`src/aen_pkg.sv`:
```
`timescale 1ns / 1ps
// ----------------------------------------------------------------------------
// Accept-Encoding negotiator package
// Shared types, constants and character tables for the negotiator.
// ----------------------------------------------------------------------------
package aen_pkg;

  localparam int unsigned ByteW    = 8;
  localparam int unsigned TokLenW  = 4;
  localparam int unsigned QualW    = 11;
  localparam int unsigned SeenW    = 12;
  localparam int unsigned DecW     = 2;

  localparam logic [QualW-1:0] FullQuality = 11'd1000;
  localparam logic [SeenW-1:0] SeenUnset   = 12'hFFF;

  localparam logic [ByteW-1:0] ChSpace = 8'h20;
  localparam logic [ByteW-1:0] ChTab   = 8'h09;
  localparam logic [ByteW-1:0] ChCr    = 8'h0D;
  localparam logic [ByteW-1:0] ChComma = 8'h2C;
  localparam logic [ByteW-1:0] ChSemi  = 8'h3B;
  localparam logic [ByteW-1:0] ChEq    = 8'h3D;
  localparam logic [ByteW-1:0] ChDot   = 8'h2E;
  localparam logic [ByteW-1:0] ChStar  = 8'h2A;
  localparam logic [ByteW-1:0] ChZero  = 8'h30;
  localparam logic [ByteW-1:0] ChOne   = 8'h31;
  localparam logic [ByteW-1:0] ChNine  = 8'h39;
  localparam logic [ByteW-1:0] ChLowQ  = 8'h71;
  localparam logic [ByteW-1:0] ChUpQ   = 8'h51;
  localparam logic [ByteW-1:0] ChUpA   = 8'h41;
  localparam logic [ByteW-1:0] ChUpZ   = 8'h5A;

  typedef enum logic [DecW-1:0] {
    DEC_IDENTITY = 2'd0,
    DEC_GZIP     = 2'd1,
    DEC_NONE     = 2'd2
  } decision_e;

  typedef struct packed {
    logic [ByteW-1:0] header_byte;
    logic             has_byte;
    logic             last;
  } item_t;

  function automatic logic [ByteW-1:0] gzip_char(input logic [1:0] pos);
    logic [ByteW-1:0] c;
    case (pos)
      2'd0:    c = 8'h67;
      2'd1:    c = 8'h7A;
      2'd2:    c = 8'h69;
      default: c = 8'h70;
    endcase
    return c;
  endfunction

  function automatic logic [ByteW-1:0] identity_char(input logic [2:0] pos);
    logic [ByteW-1:0] c;
    case (pos)
      3'd0:    c = 8'h69;
      3'd1:    c = 8'h64;
      3'd2:    c = 8'h65;
      3'd3:    c = 8'h6E;
      3'd4:    c = 8'h74;
      3'd5:    c = 8'h69;
      3'd6:    c = 8'h74;
      default: c = 8'h79;
    endcase
    return c;
  endfunction

  function automatic logic [6:0] digit_weight(input logic [1:0] pos);
    logic [6:0] w;
    case (pos)
      2'd0:    w = 7'd100;
      2'd1:    w = 7'd10;
      default: w = 7'd1;
    endcase
    return w;
  endfunction

endpackage

```
`src/accept_encoding_negotiator_unit.sv`:
```
`timescale 1ns / 1ps
// ----------------------------------------------------------------------------
// Accept-Encoding negotiator
// Parses an Accept-Encoding header value byte by byte and picks gzip,
// identity or not acceptable on the final byte.
//
//   Channel   Direction  Payload
//   s_axis    in         tdata: header_byte; tuser: has_byte; tlast: last
//   m_axis    out        tdata: decision (bits 1:0, upper bits zero)
//   cfg       in         cfg_data_i: compress_enable
//
// One item is taken every cycle unless a final item waits for room in the
// result register; the byte parser is a combinational state update between
// the input register and the result register. A decision is registered in
// the result register after its last item has passed the input register.
// Reset restores the parser and sets compress_enable to 1.
// ----------------------------------------------------------------------------
module accept_encoding_negotiator_unit (
  input  logic       clk_i,
  input  logic       rst_ni,
  input  logic       s_axis_tvalid,
  output logic       s_axis_tready,
  input  logic [7:0] s_axis_tdata,   // [7:0] header_byte
  input  logic       s_axis_tuser,   // [0] has_byte
  input  logic       s_axis_tlast,
  output logic       m_axis_tvalid,
  input  logic       m_axis_tready,
  output logic [7:0] m_axis_tdata,   // [1:0] decision, [7:2] zero
  input  logic       cfg_valid_i,
  output logic       cfg_ready_o,
  input  logic       cfg_data_i
);

  aen_pkg::item_t     in_item;
  aen_pkg::item_t     stage_item;
  logic               stage_valid;
  logic               pop;
  logic               res_valid;
  logic               out_free;
  aen_pkg::decision_e res_decision;
  aen_pkg::decision_e out_decision;
  logic               compress_enable_q;

  assign in_item.header_byte = s_axis_tdata;
  assign in_item.has_byte    = s_axis_tuser;
  assign in_item.last        = s_axis_tlast;

  assign cfg_ready_o = 1'b1;

  always_ff @(posedge clk_i or negedge rst_ni) begin
    if (!rst_ni) begin
      compress_enable_q <= 1'b1;
    end else if (cfg_valid_i && cfg_ready_o) begin
      compress_enable_q <= cfg_data_i;
    end
  end

  aen_in_stage u_in_stage (
    .clk_i      (clk_i),
    .rst_ni     (rst_ni),
    .in_valid_i (s_axis_tvalid),
    .in_ready_o (s_axis_tready),
    .in_item_i  (in_item),
    .pop_i      (pop),
    .valid_o    (stage_valid),
    .item_o     (stage_item)
  );

  aen_parser u_parser (
    .clk_i             (clk_i),
    .rst_ni            (rst_ni),
    .item_valid_i      (stage_valid),
    .item_i            (stage_item),
    .out_free_i        (out_free),
    .compress_enable_i (compress_enable_q),
    .pop_o             (pop),
    .res_valid_o       (res_valid),
    .decision_o        (res_decision)
  );

  aen_out_stage u_out_stage (
    .clk_i      (clk_i),
    .rst_ni     (rst_ni),
    .load_i     (res_valid),
    .decision_i (res_decision),
    .free_o     (out_free),
    .valid_o    (m_axis_tvalid),
    .ready_i    (m_axis_tready),
    .decision_o (out_decision)
  );

  assign m_axis_tdata = {6'b000000, out_decision};

endmodule

```
`src/aen_in_stage.sv`:
```
`timescale 1ns / 1ps
// ----------------------------------------------------------------------------
// Negotiator input register
// Holds one incoming item and refills in the same cycle it is consumed.
// ----------------------------------------------------------------------------
module aen_in_stage (
  input  logic           clk_i,
  input  logic           rst_ni,
  input  logic           in_valid_i,
  output logic           in_ready_o,
  input  aen_pkg::item_t in_item_i,
  input  logic           pop_i,
  output logic           valid_o,
  output aen_pkg::item_t item_o
);

  logic           valid_q, valid_d;
  aen_pkg::item_t item_q;

  assign in_ready_o = !valid_q || pop_i;

  always_comb begin
    valid_d = valid_q;
    if (pop_i) begin
      valid_d = 1'b0;
    end
    if (in_valid_i && in_ready_o) begin
      valid_d = 1'b1;
    end
  end

  always_ff @(posedge clk_i or negedge rst_ni) begin
    if (!rst_ni) begin
      valid_q <= 1'b0;
    end else begin
      valid_q <= valid_d;
    end
  end

  always_ff @(posedge clk_i) begin
    if (in_valid_i && in_ready_o) begin
      item_q <= in_item_i;
    end
  end

  assign valid_o = valid_q;
  assign item_o  = item_q;

endmodule

```
`src/aen_parser.sv`:
```
`timescale 1ns / 1ps
// ----------------------------------------------------------------------------
// Negotiator parser
// Advances the element parser by one byte and forms the decision on the
// final byte of a header value.
// ----------------------------------------------------------------------------
module aen_parser (
  input  logic                clk_i,
  input  logic                rst_ni,
  input  logic                item_valid_i,
  input  aen_pkg::item_t      item_i,
  input  logic                out_free_i,
  input  logic                compress_enable_i,
  output logic                pop_o,
  output logic                res_valid_o,
  output aen_pkg::decision_e  decision_o
);

  typedef enum logic [3:0] {
    PH_SKIP        = 4'd0,
    PH_TOKEN       = 4'd1,
    PH_AFTER_TOKEN = 4'd2,
    PH_AFTER_SEMI  = 4'd3,
    PH_EXPECT_EQ   = 4'd4,
    PH_Q_FIRST     = 4'd5,
    PH_Q_DOT       = 4'd6,
    PH_Q_DIGITS    = 4'd7,
    PH_TRAIL       = 4'd8,
    PH_JUNK        = 4'd9
  } phase_e;

  phase_e                              phase_q, phase_d;
  logic [aen_pkg::TokLenW-1:0]         tok_len_q, tok_len_d;
  logic [2:0]                          flags_q, flags_d;
  logic [aen_pkg::QualW-1:0]           qual_q, qual_d;
  logic [1:0]                          dpos_q, dpos_d;
  logic signed [aen_pkg::SeenW-1:0]    gz_q, gz_d;
  logic signed [aen_pkg::SeenW-1:0]    id_q, id_d;
  logic signed [aen_pkg::SeenW-1:0]    wc_q, wc_d;
  aen_pkg::decision_e                  decision;

  assign pop_o       = item_valid_i && (!item_i.last || out_free_i);
  assign res_valid_o = pop_o && item_i.last;
  assign decision_o  = decision;

  always_comb begin
    logic [aen_pkg::ByteW-1:0]      b;
    logic [aen_pkg::ByteW-1:0]      lc;
    logic                           ws;
    logic                           skip_byte;
    logic                           finish;
    logic signed [aen_pkg::SeenW-1:0] qual_s;
    logic signed [aen_pkg::SeenW-1:0] gz_eff;

    b         = item_i.header_byte;
    lc        = (b >= aen_pkg::ChUpA && b <= aen_pkg::ChUpZ) ? b + 8'd32 : b;
    ws        = (b == aen_pkg::ChSpace) || (b >= aen_pkg::ChTab && b <= aen_pkg::ChCr);
    skip_byte = 1'b0;
    finish    = 1'b0;

    phase_d   = phase_q;
    tok_len_d = tok_len_q;
    flags_d   = flags_q;
    qual_d    = qual_q;
    dpos_d    = dpos_q;
    gz_d      = gz_q;
    id_d      = id_q;
    wc_d      = wc_q;

    if (item_i.has_byte) begin
      if (phase_d == PH_SKIP) begin
        if (b == aen_pkg::ChSpace || b == aen_pkg::ChTab || b == aen_pkg::ChComma) begin
          skip_byte = 1'b1;
        end else begin
          phase_d = PH_TOKEN;
        end
      end
      if (!skip_byte) begin
        if (b == aen_pkg::ChComma) begin
          finish = 1'b1;
        end else begin
          case (phase_d)
            PH_TOKEN: begin
              if (b == aen_pkg::ChSemi) begin
                qual_d  = '0;
                phase_d = PH_AFTER_SEMI;
              end else if (ws) begin
                phase_d = PH_AFTER_TOKEN;
              end else begin
                if (tok_len_q >= 4'd4 || lc != aen_pkg::gzip_char(tok_len_q[1:0])) begin
                  flags_d[0] = 1'b0;
                end
                if (tok_len_q >= 4'd8 || lc != aen_pkg::identity_char(tok_len_q[2:0])) begin
                  flags_d[1] = 1'b0;
                end
                if (tok_len_q >= 4'd1 || b != aen_pkg::ChStar) begin
                  flags_d[2] = 1'b0;
                end
                if (tok_len_q != 4'd15) begin
                  tok_len_d = tok_len_q + 4'd1;
                end
              end
            end
            PH_AFTER_TOKEN: begin
              if (b == aen_pkg::ChSemi) begin
                qual_d  = '0;
                phase_d = PH_AFTER_SEMI;
              end else if (!ws) begin
                qual_d  = '0;
                phase_d = PH_JUNK;
              end
            end
            PH_AFTER_SEMI: begin
              if (b == aen_pkg::ChLowQ || b == aen_pkg::ChUpQ) begin
                phase_d = PH_EXPECT_EQ;
              end else if (!ws) begin
                qual_d  = '0;
                phase_d = PH_JUNK;
              end
            end
            PH_EXPECT_EQ: begin
              if (b == aen_pkg::ChEq) begin
                phase_d = PH_Q_FIRST;
              end else begin
                qual_d  = '0;
                phase_d = PH_JUNK;
              end
            end
            PH_Q_FIRST: begin
              if (b == aen_pkg::ChZero || b == aen_pkg::ChOne) begin
                qual_d  = (b == aen_pkg::ChOne) ? aen_pkg::FullQuality : '0;
                phase_d = PH_Q_DOT;
              end else begin
                qual_d  = '0;
                phase_d = PH_JUNK;
              end
            end
            PH_Q_DOT: begin
              if (b == aen_pkg::ChDot) begin
                phase_d = PH_Q_DIGITS;
              end else if (ws) begin
                phase_d = PH_TRAIL;
              end else begin
                qual_d  = '0;
                phase_d = PH_JUNK;
              end
            end
            PH_Q_DIGITS: begin
              if (b >= aen_pkg::ChZero && b <= aen_pkg::ChNine) begin
                if (dpos_q == 2'd3 ||
                    (qual_q >= aen_pkg::FullQuality && b != aen_pkg::ChZero)) begin
                  qual_d  = '0;
                  phase_d = PH_JUNK;
                end else begin
                  qual_d = qual_q + aen_pkg::QualW'(b[3:0] * aen_pkg::digit_weight(dpos_q));
                  dpos_d = dpos_q + 2'd1;
                end
              end else if (ws) begin
                phase_d = PH_TRAIL;
              end else begin
                qual_d  = '0;
                phase_d = PH_JUNK;
              end
            end
            PH_TRAIL: begin
              if (!ws) begin
                qual_d  = '0;
                phase_d = PH_JUNK;
              end
            end
            default: begin
              qual_d  = '0;
              phase_d = PH_JUNK;
            end
          endcase
        end
      end
    end

    if (item_i.last && phase_d != PH_SKIP) begin
      finish = 1'b1;
    end

    qual_s = $signed({1'b0, qual_d});
    if (finish) begin
      if (tok_len_d == 4'd4 && flags_d[0]) begin
        gz_d = qual_s;
      end else if (tok_len_d == 4'd8 && flags_d[1]) begin
        id_d = qual_s;
      end else if (tok_len_d == 4'd1 && flags_d[2]) begin
        wc_d = qual_s;
      end
      phase_d   = PH_SKIP;
      tok_len_d = '0;
      flags_d   = 3'b111;
      qual_d    = aen_pkg::FullQuality;
      dpos_d    = '0;
    end

    gz_eff = (gz_d < 0) ? wc_d : gz_d;
    if (compress_enable_i && gz_eff > 0 && gz_eff >= id_d) begin
      decision = aen_pkg::DEC_GZIP;
    end else if (id_d == 0 || (id_d < 0 && wc_d == 0)) begin
      decision = aen_pkg::DEC_NONE;
    end else begin
      decision = aen_pkg::DEC_IDENTITY;
    end

    if (item_i.last) begin
      gz_d = $signed(aen_pkg::SeenUnset);
      id_d = $signed(aen_pkg::SeenUnset);
      wc_d = $signed(aen_pkg::SeenUnset);
    end
  end

  always_ff @(posedge clk_i or negedge rst_ni) begin
    if (!rst_ni) begin
      phase_q   <= PH_SKIP;
      tok_len_q <= '0;
      flags_q   <= 3'b111;
      qual_q    <= aen_pkg::FullQuality;
      dpos_q    <= '0;
      gz_q      <= $signed(aen_pkg::SeenUnset);
      id_q      <= $signed(aen_pkg::SeenUnset);
      wc_q      <= $signed(aen_pkg::SeenUnset);
    end else if (pop_o) begin
      phase_q   <= phase_d;
      tok_len_q <= tok_len_d;
      flags_q   <= flags_d;
      qual_q    <= qual_d;
      dpos_q    <= dpos_d;
      gz_q      <= gz_d;
      id_q      <= id_d;
      wc_q      <= wc_d;
    end
  end

endmodule

```
`src/aen_out_stage.sv`:
```
`timescale 1ns / 1ps
// ----------------------------------------------------------------------------
// Negotiator result register
// Holds one decision until the downstream side takes it.
// ----------------------------------------------------------------------------
module aen_out_stage (
  input  logic               clk_i,
  input  logic               rst_ni,
  input  logic               load_i,
  input  aen_pkg::decision_e decision_i,
  output logic               free_o,
  output logic               valid_o,
  input  logic               ready_i,
  output aen_pkg::decision_e decision_o
);

  logic               valid_q;
  aen_pkg::decision_e decision_q;

  assign free_o = !valid_q || ready_i;

  always_ff @(posedge clk_i or negedge rst_ni) begin
    if (!rst_ni) begin
      valid_q <= 1'b0;
    end else if (load_i) begin
      valid_q <= 1'b1;
    end else if (ready_i) begin
      valid_q <= 1'b0;
    end
  end

  always_ff @(posedge clk_i) begin
    if (load_i) begin
      decision_q <= decision_i;
    end
  end

  assign valid_o    = valid_q;
  assign decision_o = decision_q;

endmodule
```
`config.mk`:
```
export PLATFORM = sky130hd
export DESIGN_NAME = accept_encoding_negotiator_unit
export DESIGN_NICKNAME = d
export VERILOG_FILES = /design/src/aen_pkg.sv /design/src/accept_encoding_negotiator_unit.sv /design/src/aen_in_stage.sv /design/src/aen_parser.sv /design/src/aen_out_stage.sv
export SDC_FILE = /design/constraint.sdc
export NUM_CORES = 1
export LEC_CHECK = 0
export BUFFER_PORTS_ARGS = -buffer_cell sky130_fd_sc_hd__buf_2
export CAP_MARGIN = 20
export CELL_PAD_IN_SITES_DETAIL_PLACEMENT = 2
export CELL_PAD_IN_SITES_GLOBAL_PLACEMENT = 2
export CORE_MARGIN = 10
export CORE_UTILIZATION = 40
export DETAILED_ROUTE_END_ITERATION = 7
export PLACE_DENSITY_LB_ADDON = 0.08
export SETUP_SLACK_MARGIN = 0.02
export SYNTH_ARGS = -nofsm -noshare
export SYNTH_HDL_FRONTEND = slang
export SYNTH_SLANG_ARGS = --single-unit
```
`constraint.sdc`:
```
create_clock -name clk_i -period 8.2 [get_ports clk_i]
set_input_delay 1.64 -clock clk_i [delete_from_list [all_inputs] [get_ports clk_i]]
set_output_delay 1.64 -clock clk_i [all_outputs]
set_load 0.05 [all_outputs]
```
; ---- Word level (Yosys, flattened, before mapping)
; Index checks and enable logic that the tools add are counted.
[totals]
ff_bits = 75
latchBits = 0
ram_bits = 0
romBits = 0
input_bits = 16
output_inout_bits = 11
wordCells = 224
memories = 0
[op_classes]
n_addsub = 4
n_mul = 1
div = 0
magnitude_cmp = 14
n_eq_ne = 39
shift = 0
mux = 106
n_bitwise = 0
reduce_logical = 45
[op_table]
columns = operator, count
row1 = 12-bit 2-to-1 mux, 13
row2 = 11-bit 2-to-1 mux, 13
row3 = 8-bit 2-to-1 mux, 13
row4 = 4-bit 2-to-1 mux, 25
row5 = 11-bit one-hot mux with 8 select lines, 1
row6 = 32-bit logical NOT, 2
row7 = 8-bit by 6-bit equality test with 1-bit output (second input constant), 7
row8 = 7-bit 2-to-1 mux, 6
row9 = 4-bit one-hot mux with 8 select lines, 1
row10 = 5-bit one-hot mux with 5 select lines, 1
row11 = 12-bit by 1-bit < comparator with 1-bit output (second input constant), 2
row12 = 3-bit 2-to-1 mux, 7
row13 = 4-bit by 3-bit equality test with 1-bit output (second input constant), 5
row14 = 8-bit by 7-bit equality test with 1-bit output (second input constant), 2
row15 = 2-bit 2-to-1 mux, 8
row16 = 8-bit by 6-bit inequality test with 1-bit output (second input constant), 2
row17 = 8-bit inequality test, 2
row18 = 1-bit 2-to-1 mux, 15
row19 = 5-bit one-hot mux with 3 select lines, 1
row20 = 1-bit logical AND, 14
row21 = 7-bit one-hot mux with 2 select lines, 1
row22 = 1-bit logical OR, 13
row23 = 12-bit greater-or-equal comparator, 1
row24 = 12-bit by 1-bit greater-than comparator with 1-bit output (second input constant), 1
row25 = 35 further kinds, 53

; ---- Logic depth before layout (Yosys ltp)
[depth]
word_depth = 29
ltp_mapped = 26

; ---- Modules after synthesis
; Synthesis repeated with hierarchy kept, for this count alone.
[hier_totals]
cells_unflattened = 748
hier_area_um2 = 6472.5
[by_module_without_submodules]
columns = mod, n_inst, cells_each, area_each_um2, seq_area_each_um2
row1 = aen_parser, 1, 718, 5909.4, 1557.7
row2 = aen_in_stage, 1, 14, 354.1, 325.3
row3 = aen_out_stage, 1, 5, 107.6, 85.1
row4 = accept_encoding_negotiator_unit, 1, 11, 101.3, 26.3

; ---- Worst setup path after synthesis
; OpenSTA, ideal clock, no wires.
[synth_path]
kind = reg-to-reg
start = register u_in_stage.item_q, in the netlist u_in_stage.item_o[3]
end = register u_out_stage.decision_q[0], in the netlist u_out_stage.decision_o[0] (data pin)
setup_ps = 255
arrival_time_ps = 5671
t_required_ps = 7945
path_slack_ps = 2274
stages_incl_launch_ff = 22
path_buffers = 2
synth_period_minus_slack_ps = 5926
path_cell_list = edfxtp_1 > buf_2 > buf_1 > nand2_1 > fa_1 > fa_1 > fa_1 > inv_1 > ha_1 > and3_1 > a221o_1 > nor2_1 > xnor2_1 > a221o_1 > a222oi_1 > inv_1 > ha_1 > a21o_1 > a211oi_1 > o21bai_1 > a2111o_1 > and3_1
[synth_between]
elab_chain_cells = 21
elab_cells_between_ends = 122
cone_classes = add/sub (2) / mul (1) / order compare (9) / eq/ne (25) / mux (65) / reduce/logical (20)
[synth_rtl]
columns = item, line_no
row1 = start: declaration, aen_in_stage.sv:18  ; aen_pkg::item_t item_q;
row2 = start signal: assignment, aen_in_stage.sv:42  ; item_q <= in_item_i;
row3 = branches (longest 20 deep; another with 12-bit by 1-bit < comparator with 1-bit output), -
row4 = 1-bit logical AND (*), aen_parser.sv:201  ; if (compress_enable_i && gz_eff > 0 && gz_eff >= id_d) begin
row5 = end signal: assignment, aen_out_stage.sv:34  ; decision_q <= decision_i;
row6 = end: declaration, aen_out_stage.sv:18  ; aen_pkg::decision_e decision_q;
; Every way passes the cells marked *. The select of a mux whose other input is x is not followed.
; A chain may end at the register's enable or synchronous reset.

; ---- Worst setup path in the final report
[layout_path]
start = register u_in_stage.item_q, in the netlist u_in_stage.item_o[4]
end = register u_out_stage.decision_q[0], in the netlist u_out_stage.decision_o[0] (data pin)
; The elaborated chain is that of the path after synthesis.

==> results.sh <==
export IMPL_postCtsSetupBuffers=0
export IMPL_end_kind="flip-flop"
export IMPL_maxSlewViolCount=0
export IMPL_final_common_cell="nor2_1"
export IMPL_drc_errors=0
export IMPL_crit_arrival_ns=7.04
export IMPL_ctsHoldBuffers=0
export IMPL_rsz0062_at_grt="false"
export IMPL_clock_fmax_ghz=0.144
export IMPL_tns_ns=0
export IMPL_path_clk_slew_ns=0.07
export IMPL_num_nets_final=831
export IMPL_die_area_sq_mm=0.0221
export IMPL_grt_pass1_vias=6606
export IMPL_htree_levels=3
export IMPL_path_class="reg -> reg"
export IMPL_reg2regPathDepth=22
export IMPL_dieHeight_um=149
export IMPL_track_usage_pct=20.6
export IMPL_gr_total_overflow=0
export IMPL_vdd_drop_max_v=0.000122
export IMPL_synth_cells=761
export IMPL_syn_area_per_cell_sq_um=8.70
export IMPL_fin_cells=975
export IMPL_final_period_utilization_pct=84.6
export IMPL_routed_via_density=6.18
export IMPL_cap_violations=0
export IMPL_slew_headroom_pct=39.4
export IMPL_place_congestion=0.882
export IMPL_min_path_cells=2
export IMPL_root_buffer="clkbuf_16"
export IMPL_ys_seq_area_share_pct=30.1
export IMPL_antenna_found_initial=0
export IMPL_hpwl_um=17400
export IMPL_syn_area_sq_mm=0.00662
export IMPL_crit_path_start_kind="flip-flop"
export IMPL_routed_wl_um=22600
export IMPL_worst_ep_required_time_ns=8.30
export IMPL_yosys_warnings=0
export IMPL_clkLatencyLatePin_ns=0.35
export IMPL_grt_max_degree=64
export IMPL_tightest_slew_ns=0.902
export IMPL_fp_dieW_um=149
export IMPL_rows=46
export IMPL_hold_class="reg -> reg"
export IMPL_n_antenna_cell=0
export IMPL_status="finished, final reports clean"
export IMPL_post_place_ws_ns=1.33
export IMPL_final_area_sq_mm=0.00711
export IMPL_hold_violations=0
export IMPL_area_growth_syn_to_layout_pct=7.27
export IMPL_met1Wirelength_um=10100
export IMPL_p_leak_nw=2.93
export IMPL_worstPathMaxFanout=18
export IMPL_pin_count=27
export IMPL_finalPower_mw=1.49
export IMPL_synth_seq_cells=75
export IMPL_num_vias=6028
export IMPL_wl_met3_um=653
export IMPL_grt_first_pass_wirelength_um=36600
export IMPL_clock_sinks=75
export IMPL_drive_gt1_share_pct=15.4
export IMPL_yosysUniqueCellTypes=88
export IMPL_power_density_mw_per_mm2=209
export IMPL_min_from="u_parser.flags_q[2]$_DFFE_PN1P_"
export IMPL_initial_utilization_pct=41.2
export IMPL_placed_area_sq_mm=0.00684
export IMPL_r2r_end="u_out_stage.decision_o[0]$_SDFFCE_PP1P_"
export IMPL_ant_nets=0
export IMPL_drtIter0Drc=313
export IMPL_dp_cells=958
export IMPL_place_port_buffers=19
export IMPL_fp_coreArea_sq_mm=0.0161
export IMPL_synth_async_reset_ratio_pct=84.0
export IMPL_firstDrtPassIters=5
export IMPL_wl_met2_um=11400
export IMPL_cts_buffer_depth=2
export IMPL_cts_buffers_inserted=9
export IMPL_finalSetupViolations=0
export IMPL_timing_rr_start="u_in_stage.item_o[4]$_DFFE_PP_"
export IMPL_finalCriticalPeriod_ns=6.93
export IMPL_rrSetupSlack_ns=1.27
export IMPL_ys_flop_type="dfstp_2"
export IMPL_worst_slack_ns=1.27
export IMPL_skew_ns=0.0127
export IMPL_top_layer="met4"
export IMPL_cts_resized=0
export IMPL_min_to="u_parser.flags_q[2]$_DFFE_PN1P_"
export IMPL_final_cell_mix="73 x nor2_1, 64 x inv_1, 51 x nand2_1"
export IMPL_cts_tree="done"
export IMPL_hold_worst_slack_ns=0.487
export IMPL_synth_edff_count=12
export IMPL_fin_util_pct=44.2
export IMPL_wire_per_inst_um=23.2
## synthesized netlist by cell type, types with 6 or more instances
master	n	area, sq um
ha_1	47	588
a22oi_1	7	52.6
nand2b_1	11	68.8
o22a_1	23	201
a21o_1	12	90.1
a221o_1	6	60.1
buf_2	8	40.0
nand2_1	51	191
nand4_1	8	50.1
dfrtp_1	17	425
dfstp_2	46	1210
edfxtp_1	12	360
o21a_1	7	52.6
clkbuf_1	30	113
a22o_1	6	52.6
mux2i_1	9	90.1
nor2_1	73	274
xnor2_1	12	105
nor3_1	19	95.1
a31oi_1	12	75.1
nor4_1	12	75.1
o21ai_0	38	190
o31ai_1	13	97.6
inv_1	64	240
buf_4	8	60.1
and2_1	12	75.1
a21oi_1	41	205
nand3_1	10	50.1
fa_1	14	280
## worst max path at each step
stage,end,slack [ns],start
6_report,u_out_stage.decision_o[0]$_SDFFCE_PP1P_,1.27,u_in_stage.item_o[4]$_DFFE_PP_
5_1_grt,u_out_stage.decision_o[0]$_SDFFCE_PP1P_,1.0,u_in_stage.item_o[4]$_DFFE_PP_
4_1_cts,u_out_stage.decision_o[0]$_SDFFCE_PP1P_,1.30,u_in_stage.item_o[4]$_DFFE_PP_
3_5_place_dp,u_out_stage.decision_o[0]$_SDFFCE_PP1P_,1.33,u_in_stage.item_o[4]$_DFFE_PP_
3_3_place_gp,u_out_stage.decision_o[0]$_SDFFCE_PP1P_,1.44,u_in_stage.item_o[4]$_DFFE_PP_
2_1_floorplan,u_out_stage.decision_o[0]$_SDFFCE_PP1P_,2.27,u_in_stage.item_o[3]$_DFFE_PP_
## report_power, final
part | leakage (nW) | switching, mW | total (mW) | internal, mW
registers | 0.831 | 0.0805 | 0.552 | 0.471
logic | 1.97 | 0.321 | 0.561 | 0.240
clock network | 0.131 | 0.159 | 0.373 | 0.214
total | 2.93 | 0.561 | 1.49 | 0.925
## registers in the layout, summed over array words and instances, names as in the netlist, 3 cells and up
name                flops
u_parser.id_q          12
u_parser.tok_len_q      4
u_parser.qual_q        11
u_parser.phase_q        4
u_in_stage.item_o      10
u_parser.wc_q          12
u_parser.gz_q          12
u_parser.flags_q        3
## final cells by class
cell class	count	area, sq um
multi-input combinational	573	4150
fill	1774	8950
clock buffer	14	254
clock inverter	2	11.3
tap	216	270
timing repair buffer	31	183
inverter	64	240
sequential	75	1990
## layer usage
layer | GRT usage [%] | up-vias
li1 | - | 2760
met1 | 25.8 | 3133
met2 | 35.8 | 99
met3 | 2.40 | 36
met4 | 7.04 | 0
met5 | 0 | -
## kinds of logic (layout without fill, tap and decap cells)
family          after synthesis  in the layout  synth area share (%)
flops                        75             75                  30.1
other cells                   2              7                 0.113
simple gates                247            247                  19.6
compound gates              229            229                  25.3
mux                          12             12                  1.87
fa+ha+maj                    61             61                  13.1
buf+inv                     118            111                  7.63
xor+xnor                     17             17                  2.25
## critical path: stages (launching register included)
cell and delay, ns:
edfxtp_1 0.68, or4b_1 0.75, or3_4 0.39, a211oi_4 0.50
nor4_1 0.17, a221oi_2 0.43, o31a_2 0.46, nor4b_4 0.26
buf_4 0.28, nor2_1 0.07, a21oi_1 0.25, ha_1 0.28
nand2b_1 0.14, a21o_1 0.17, a21o_1 0.21, a21o_1 0.18
a21o_1 0.17, a21o_1 0.18, a21o_1 0.17, a211oi_1 0.24
o21bai_1 0.11, a2111o_1 0.43, and3_1 0.17
No activity file was read; power rests on OpenSTA's default activity.
